$ cat src/design/assert_macros.svh
// Assertion macros used by the top level of the core.
`ifndef ASSERT_MACROS_SVH
`define ASSERT_MACROS_SVH

// Property that must hold at every clock edge outside reset.
`define VTP_ASSERT(label, clk, rst_n, prop) \
    label: assert property (@(posedge clk) disable iff (!rst_n) (prop)) \
        else $error("vtp assertion failed");

// Condition that must never be true outside reset.
`define VTP_NEVER(label, clk, rst_n, cond) \
    label: assert property (@(posedge clk) disable iff (!rst_n) !(cond)) \
        else $error("vtp forbidden condition seen");

`endif

$ cat src/design/vtp_pkg.sv
// Package with constants, types and helpers of the vertex transform core.
package vtp_pkg;

    localparam int COORD_WIDTH = 16;
    localparam int FRAC_BITS   = 12;
    // Magnitude of coordinate times view distance stays below 2^30.
    localparam int DIV_BITS    = 30;
    // Magnitude of view distance minus z stays below 2^16.
    localparam int DEN_BITS    = 16;
    localparam int SUM_BITS    = 35;

    typedef enum logic [2:0] {
        CFG_X_COEFFS  = 3'd0,
        CFG_Y_COEFFS  = 3'd1,
        CFG_Z_COEFFS  = 3'd2,
        CFG_VIEW_DIST = 3'd3,
        CFG_CENTER_X  = 3'd4,
        CFG_CENTER_Y  = 3'd5
    } cfg_index_t;

    // Control handed to the divider pipeline.
    typedef struct packed {
        logic adv;
    } div_ctrl_t;

    // Per-item data that travels alongside the divider.
    typedef struct packed {
        logic signed [COORD_WIDTH-1:0] tx;
        logic signed [COORD_WIDTH-1:0] ty;
        logic signed [COORD_WIDTH-1:0] tz;
        logic                          neg_x;
        logic                          neg_y;
        logic                          fault;
    } side_t;

    // Saturate a wide signed value to the coordinate width.
    function automatic logic signed [COORD_WIDTH-1:0] sat_coord(
        input logic signed [SUM_BITS-1:0] v);
        logic signed [SUM_BITS-1:0] hi;
        logic signed [SUM_BITS-1:0] lo;
        hi = SUM_BITS'((64'sd1 <<< (COORD_WIDTH-1)) - 64'sd1);
        lo = -hi - SUM_BITS'(1);
        if (v > hi)
            sat_coord = hi[COORD_WIDTH-1:0];
        else if (v < lo)
            sat_coord = lo[COORD_WIDTH-1:0];
        else
            sat_coord = v[COORD_WIDTH-1:0];
    endfunction

endpackage

$ cat src/design/vtp_divider.sv
// Pipelined two-lane restoring divider, one quotient bit per stage.
module vtp_divider (
    input  logic                            clk,
    input  vtp_pkg::div_ctrl_t              ctrl,
    input  logic [vtp_pkg::DIV_BITS-1:0]    num_a,
    input  logic [vtp_pkg::DIV_BITS-1:0]    num_b,
    input  logic [vtp_pkg::DEN_BITS-1:0]    divisor,
    output logic [vtp_pkg::DIV_BITS-1:0]    quo_a,
    output logic [vtp_pkg::DIV_BITS-1:0]    quo_b
);

    logic [vtp_pkg::DEN_BITS-1:0] rem_a_reg  [vtp_pkg::DIV_BITS];
    logic [vtp_pkg::DEN_BITS-1:0] rem_b_reg  [vtp_pkg::DIV_BITS];
    logic [vtp_pkg::DIV_BITS-1:0] num_a_reg  [vtp_pkg::DIV_BITS];
    logic [vtp_pkg::DIV_BITS-1:0] num_b_reg  [vtp_pkg::DIV_BITS];
    logic [vtp_pkg::DEN_BITS-1:0] div_reg    [vtp_pkg::DIV_BITS];
    logic [vtp_pkg::DEN_BITS-1:0] rem_a_next [vtp_pkg::DIV_BITS];
    logic [vtp_pkg::DEN_BITS-1:0] rem_b_next [vtp_pkg::DIV_BITS];
    logic [vtp_pkg::DIV_BITS-1:0] num_a_next [vtp_pkg::DIV_BITS];
    logic [vtp_pkg::DIV_BITS-1:0] num_b_next [vtp_pkg::DIV_BITS];
    logic [vtp_pkg::DEN_BITS-1:0] div_next   [vtp_pkg::DIV_BITS];

    // One restoring step: the quotient bit shifts in where the dividend bit left.
    function automatic logic [vtp_pkg::DEN_BITS+vtp_pkg::DIV_BITS-1:0] div_step(
        input logic [vtp_pkg::DEN_BITS-1:0] rem,
        input logic [vtp_pkg::DIV_BITS-1:0] num,
        input logic [vtp_pkg::DEN_BITS-1:0] dv);
        logic [vtp_pkg::DEN_BITS:0]   trial;
        logic [vtp_pkg::DEN_BITS-1:0] rem_o;
        logic                         qbit;
        trial = {rem, num[vtp_pkg::DIV_BITS-1]};
        if (trial >= {1'b0, dv})
        begin
            trial = trial - {1'b0, dv};
            qbit  = 1'b1;
        end
        else
        begin
            qbit = 1'b0;
        end
        rem_o    = trial[vtp_pkg::DEN_BITS-1:0];
        div_step = {rem_o, num[vtp_pkg::DIV_BITS-2:0], qbit};
    endfunction

    // Each stage works on the registers of the stage before it.
    always_comb
    begin
        for (int s = 0; s < vtp_pkg::DIV_BITS; s++)
        begin
            if (s == 0)
            begin
                {rem_a_next[s], num_a_next[s]} =
                    div_step('0, num_a, divisor);
                {rem_b_next[s], num_b_next[s]} =
                    div_step('0, num_b, divisor);
                div_next[s] = divisor;
            end
            else
            begin
                {rem_a_next[s], num_a_next[s]} =
                    div_step(rem_a_reg[s-1], num_a_reg[s-1], div_reg[s-1]);
                {rem_b_next[s], num_b_next[s]} =
                    div_step(rem_b_reg[s-1], num_b_reg[s-1], div_reg[s-1]);
                div_next[s] = div_reg[s-1];
            end
        end
    end

    // Stage registers move only when the whole pipeline advances.
    always_ff @(posedge clk)
    begin
        if (ctrl.adv)
        begin
            for (int s = 0; s < vtp_pkg::DIV_BITS; s++)
            begin
                rem_a_reg[s] <= rem_a_next[s];
                rem_b_reg[s] <= rem_b_next[s];
                num_a_reg[s] <= num_a_next[s];
                num_b_reg[s] <= num_b_next[s];
                div_reg[s]   <= div_next[s];
            end
        end
    end

    assign quo_a = num_a_reg[vtp_pkg::DIV_BITS-1];
    assign quo_b = num_b_reg[vtp_pkg::DIV_BITS-1];

endmodule

$ cat config.mk
export PLATFORM = sky130hd
export DESIGN_NAME = vtp_divider
export DESIGN_NICKNAME = d
export VERILOG_FILES = /design/src/design/assert_macros.svh /design/src/design/vtp_pkg.sv /design/src/design/vtp_divider.sv
export SDC_FILE = /design/constraint.sdc
export NUM_CORES = 2
export LEC_CHECK = 0
export BUFFER_PORTS_ARGS = -buffer_cell sky130_fd_sc_hd__buf_2
export CELL_PAD_IN_SITES_DETAIL_PLACEMENT = 0
export CELL_PAD_IN_SITES_GLOBAL_PLACEMENT = 2
export CORE_MARGIN = 2
export CORE_UTILIZATION = 42
export CTS_CLUSTER_DIAMETER = 40
export DETAILED_ROUTE_END_ITERATION = 10
export PLACE_DENSITY_LB_ADDON = 0.2
export SLEW_MARGIN = 20
export SYNTH_ARGS = -nofsm -noshare
export SYNTH_HDL_FRONTEND = slang
export SYNTH_SLANG_ARGS = --single-unit
$ cat constraint.sdc
create_clock -name clk -period 3.2 [get_ports clk]
set_clock_uncertainty 0.15 [all_clocks]
set_input_delay 0.16 -clock clk [delete_from_list [all_inputs] [get_ports clk]]
set_output_delay 0.16 -clock clk [all_outputs]
set_load 0.005 [all_outputs]
== After elaboration in Yosys (flattened, before gate mapping) ==
Memory sizes are Yosys's and may differ from the RTL's.
Cells that the tools add are included.
Cells by class
  $add $sub $neg: 60
  magnitude comparators: 60
  muxes and demuxes: 122
Operator list (number)
  >= comparator 17 x 16 -> 1 bit: 58
  2-to-1 mux 16 bit: 60
  subtractor 16 bit: 58
  2-to-1 mux 1 bit: 62
  >= comparator 1 x 16 -> 1 bit: 2
  subtractor 1 x 16 -> 16 bit: 2
Storage, ports and cells
  flip-flop bits (word level): 0
  bits in writable memories: 3240
  bits of input ports: 78
  memories: 5
Memories
  num_a_reg: words 30, width 30, read ports 30, clocked after memory_dff 0, wr ports 30, line vtp_divider.sv:14  | logic [vtp_pkg::DIV_BITS-1:0] num_a_reg [vtp_pkg::DIV_BITS];
  num_b_reg: words 30, width 30, read ports 30, clocked after memory_dff 0, wr ports 30, line vtp_divider.sv:15  | logic [vtp_pkg::DIV_BITS-1:0] num_b_reg [vtp_pkg::DIV_BITS];
  div_reg: words 30, width 16, read ports 29, clocked after memory_dff 0, wr ports 30, line vtp_divider.sv:16  | logic [vtp_pkg::DEN_BITS-1:0] div_reg [vtp_pkg::DIV_BITS];
  rem_a_reg: words 30, width 16, read ports 29, clocked after memory_dff 0, wr ports 30, line vtp_divider.sv:12  | logic [vtp_pkg::DEN_BITS-1:0] rem_a_reg [vtp_pkg::DIV_BITS];
  rem_b_reg: words 30, width 16, read ports 29, clocked after memory_dff 0, wr ports 30, line vtp_divider.sv:13  | logic [vtp_pkg::DEN_BITS-1:0] rem_b_reg [vtp_pkg::DIV_BITS];

== Longest topological paths before layout ==
  depth after elaboration: 2
  mapped depth: 13
  depth with buffers taken out: 12

== Worst setup path before layout ==
OpenSTA, ideal clock, no wires.
  path kind: reg2reg
  start point: memory div_reg[0][97] (netlist bit)
  end point: memory rem_a_reg[0][120] (netlist bit), data pin
  library setup time: 262 ps
  arrival time: 2904 ps
  slack: -116 ps
  cell stages (with the launch flop): 13
  cells stage by stage: edfxtp_1 > inv_1 > ha_1 > nor2b_1 > o211ai_2 > a21boi_1 > o31a_1 > a211o_1 > a21oi_2 > o41ai_1 > a211oi_4 > buf_6 > mux2_1
RTL lines (line)
  start: declaration: vtp_divider.sv:16
  end: declaration: vtp_divider.sv:12

==> summary.md <==
| Metric | Value |
|---|---|
| Detailed Place HPWL | roughly 250000 um |
| Yosys warning count | 0 |
| IO Port Bufs | 137 |
| Synth unique cells | between 90 and 100 |
| Final count of hold timing violations | 0 |
| Clk root buf | clkbuf_16 |
| Cell Area, Synth | around 150000 um2 |
| Sw Share | between 30% and 40% |
| Sequential fraction of the synthesis area | between 60% and 70% |
| Combinational power share | roughly two fifths |
| Routed Antenna Nets | 0 |
| RSZ-0062 raised after global routing | yes |
| Gpl congestion | approximately 0.9 |
| Max-slew violations | 0 |
| Clock H-tree levels | 5 |
| Share of cells above drive strength 1 | 28.9% |
| Final Util | between 50% and 60% |
| Largest net degree at the start of global routing | roughly 170 |
| CP Buf/Inv Count | 3 |
| Place WS | -0.462 ns |
| Final setup fails | 166 |
| Crit-path max cell delay | 0.40 ns |
| FMAX | around 300 MHz |
| Top cell type's share of synthesized area | 64.7% |
| Clock latency on the worst-skew pair | slightly below 1 ns |
| Final WL | between 300000 and 400000 um |
| Main flop type after synthesis | edfxtp_1 |
| Psw | around 65 mW |
| CORE AREA | 352000 um2 |
| # nets final | 13757 |
| Initial antenna violation count | 3 |
| CTS max path bufs | 4 |
| DRC errors left | 0 |
| Die Y | ~600 um |
| CTS clk-pin slew, worst paths | about 0.060 ns |
| Status | finished with violations |
| Sequential power share | 32.8% |
| Number of max-cap violations | 0 |
| CP startpoint kind | register |
| Wirelength per Cell | between 15 and 20 um |
| CP Class | reg -> reg |
| Initial drt markers | between 6000 and 7000 |
| Vias in the first global route | between 90000 and 100k |
| Worst-case vdd ir drop | a little under 0.8 mV |
| Fin Hold WS | ~0.095 ns |
| Design area | between 150000 and 200000 um2 |
| Failing checks | negative setup slack |
| Worst hold path class | in -> reg |
| Die X-Extent | ~600 um |
| Crit path max fanout | 7 |
| Number of synthesized flops with an enable pin | approximately 3200 |
| Total CTS buffers | 482 |
| Final min period | around 3.3 ns |
| Vias post-DR | 90651 |
| Worst setup margin | -0.128 ns |
| Internal Power | roughly 130 mW |
| Placed instance area | between 150000 and 200000 um2 |
| Crit-path leading delay family | compound AO/OA/AOI/OAI gates |
| Initial core utilization | a little over two fifths |
| Cells along the critical path | inv_2 -> ha_4 -> nor2b_4 -> o211ai_2 -> a21boi_2 -> o31a_1 -> a211o_1 -> a21oi_2 -> o41ai_4 -> a211oi_4 -> buf_4 -> buf_12 -> mux2_4 |
| Clk sinks | between 3000 and 4000 |
| Period utilization | 104% |
| CP required | 3.77 ns |
| Crit. End Element | register |
| Total power | ~200 mW |
| GRT Residual Overflow | 0 |
| Pwr per Cell Area | just over 1000 nW/um2 |
| Synthesized area per cell | about 14 um2 |
| CTS tree | yes |
| Syn Inst Count | around 11000 |
| WP data arrival | ~3.9 ns |
| Gr usage total | 18.8% |
| Io pins | 138 |
| First-pass GRT wire length | ~530000 um |
| Via density | approximately 5.1 |
| Die ar. | between 300000 and 400000 um2 |
| First-pass DRT Iterations | 6 |
| Area growth syn-to-layout | 27.8% |
| Clock network fraction of design power | around a quarter |
| Leak | around 74 nW |
| Async SR Flop Fraction | 0% |
| Worst-margin pin slew | 0.930 ns |
| Synth Register Bits | around 3200 |
| Cell taking the most area after synthesis | edfxtp_1 |
| Flop2flop setup slack | -0.13 ns |
| Worst slew margin | between 30% and 40% |
| Top post-synthesis cells by area | edfxtp_1 65%, ha_1 7.9%, mux2_2 3.4%, xnor2_1 2.6%, a21oi_1 2.5% |
| Synthesized net count | about 12000 |
| Site Rows | approximately 220 |
| Crit-path slowest cell | edfxtp_1 |
==> kinds of logic after synthesis <==
kind of cell | Yosys count | synth area share [%]
AO/OA/AOI/OAI | 2168 | 9.19
XOR/XNOR | 652 | 3.85
adder cells (fa/ha/maj) | 988 | 8.62
buffers and inverters | 911 | 2.59
flip-flops | 3192 | 64.7
multiplexers | 590 | 4.52
AND/OR/NAND/NOR | 2005 | 6.56
==> tightest hold or removal path: cells and delay by family <==
kind / cells / cell delay, ns
buffers and inverters: 3 / 0.83
AND/OR/NAND/NOR: 1 / 0.04
==> per-stage QoR <==
stage / TNS, ns / instances
2_1_floorplan: -0.351 / 10506
3_3_place_gp: -84.21 / 16393
3_5_place_dp: -98.17 / 16393
4_1_cts: -10.98 / 17578
5_1_grt: -38.55 / 17733
6_report: -6.53 / 17734
==> final cells by class <==
cell class / count / area, um2
inverter: 729 / 2740
sequential: 3192 / 95900
clock inverter: 386 / 4180
tap: 4620 / 5780
clock buffer: 519 / 12200
antenna: 2 / 5.00
multi-input combinational: 6411 / 52700
timing repair buffer: 1875 / 15900
fill: 29039 / 162000
==> cells in the mapped netlist (all sizes together), types with 71 or more instances <==
master  number
o21a       129
nand2b     112
a31oi       83
ha         932
buf        111
inv        729
a21oi      763
nor2       678
a21o       187
nor3       132
clkbuf      71
mux2       514
xnor2      447
nand4      141
nand3      131
nor2b      158
edfxtp    3192
o21ai      483
mux2i       76
xor2       205
nand2      397
==> cell usage in the layout (no fill, tap or decap), types with 84 or more instances in the layout <==
cell | netlist | layout
o21a_1 | 127 | 127
xor2_1 | 205 | 202
a21oi_2 | 10 | 100
nor3_1 | 123 | 111
buf_12 | 2 | 84
edfxtp_1 | 3192 | 3192
inv_1 | 729 | 670
clkbuf_16 | 0 | 500
nand4_1 | 141 | 141
buf_2 | 31 | 136
nand3_1 | 131 | 129
buf_4 | 65 | 1406
a21oi_1 | 753 | 645
o21ai_0 | 442 | 355
ha_1 | 932 | 847
dlygate4sd3_1 | 0 | 155
mux2_2 | 448 | 363
nand2b_1 | 112 | 110
nand2_1 | 397 | 392
nor2b_1 | 158 | 125
xnor2_1 | 447 | 447
mux2_4 | 41 | 151
nor2_1 | 678 | 635
a21o_1 | 187 | 187
==> what timing repair did <==
item | 4_1_cts | 5_1_grt
setup buffers | 118 | 152
cloned | 13 | 22
hold buffers | 155 | 0
endpoints found under the hold margin | 2099 | 0
pin swaps | 127 | 294
setup endpoints to repair | 734 | 797
resized for setup | 363 | 676
==> layer usage <==
| metal | global-route usage [%] | part of all wire, % | vias up | wire length (um) |
|---|---|---|---|---|
| li1 | - | - | 44282 | - |
| met1 | 26.1 | 46 | 44275 | 163000 |
| met5 | 0 | 0 | - | 0 |
| met2 | 31.1 | 47 | 1599 | 166000 |
| met3 | 3.07 | 4.4 | 495 | 15600 |
| met4 | 4.40 | 2.1 | 0 | 7270 |
==> final timing paths <==
path                startpoint                 to  cells past startpoint
max             div_reg[0][97]  rem_a_reg[0][121]                     13
min                divisor[15]    num_a_reg[0][0]                      4
max reg2reg     div_reg[0][97]  rem_a_reg[0][121]                     13
min reg2reg  num_a_reg[1][306]  num_a_reg[1][337]                      0
==> power by group through the flow <==
stage | logic, mW | registers [mW] | clock network, mW
2_1_floorplan | 46.3 | 61.4 | 0
3_3_place_gp | 68.2 | 64.9 | 0
4_1_cts | 73.6 | 64.2 | 53.4
5_1_grt | 86.8 | 64.8 | 55.3
6_report | 79.5 | 64.1 | 52.0
3_5_place_dp | 69.2 | 64.9 | 0
No activity file was read; power rests on OpenSTA's default activity.
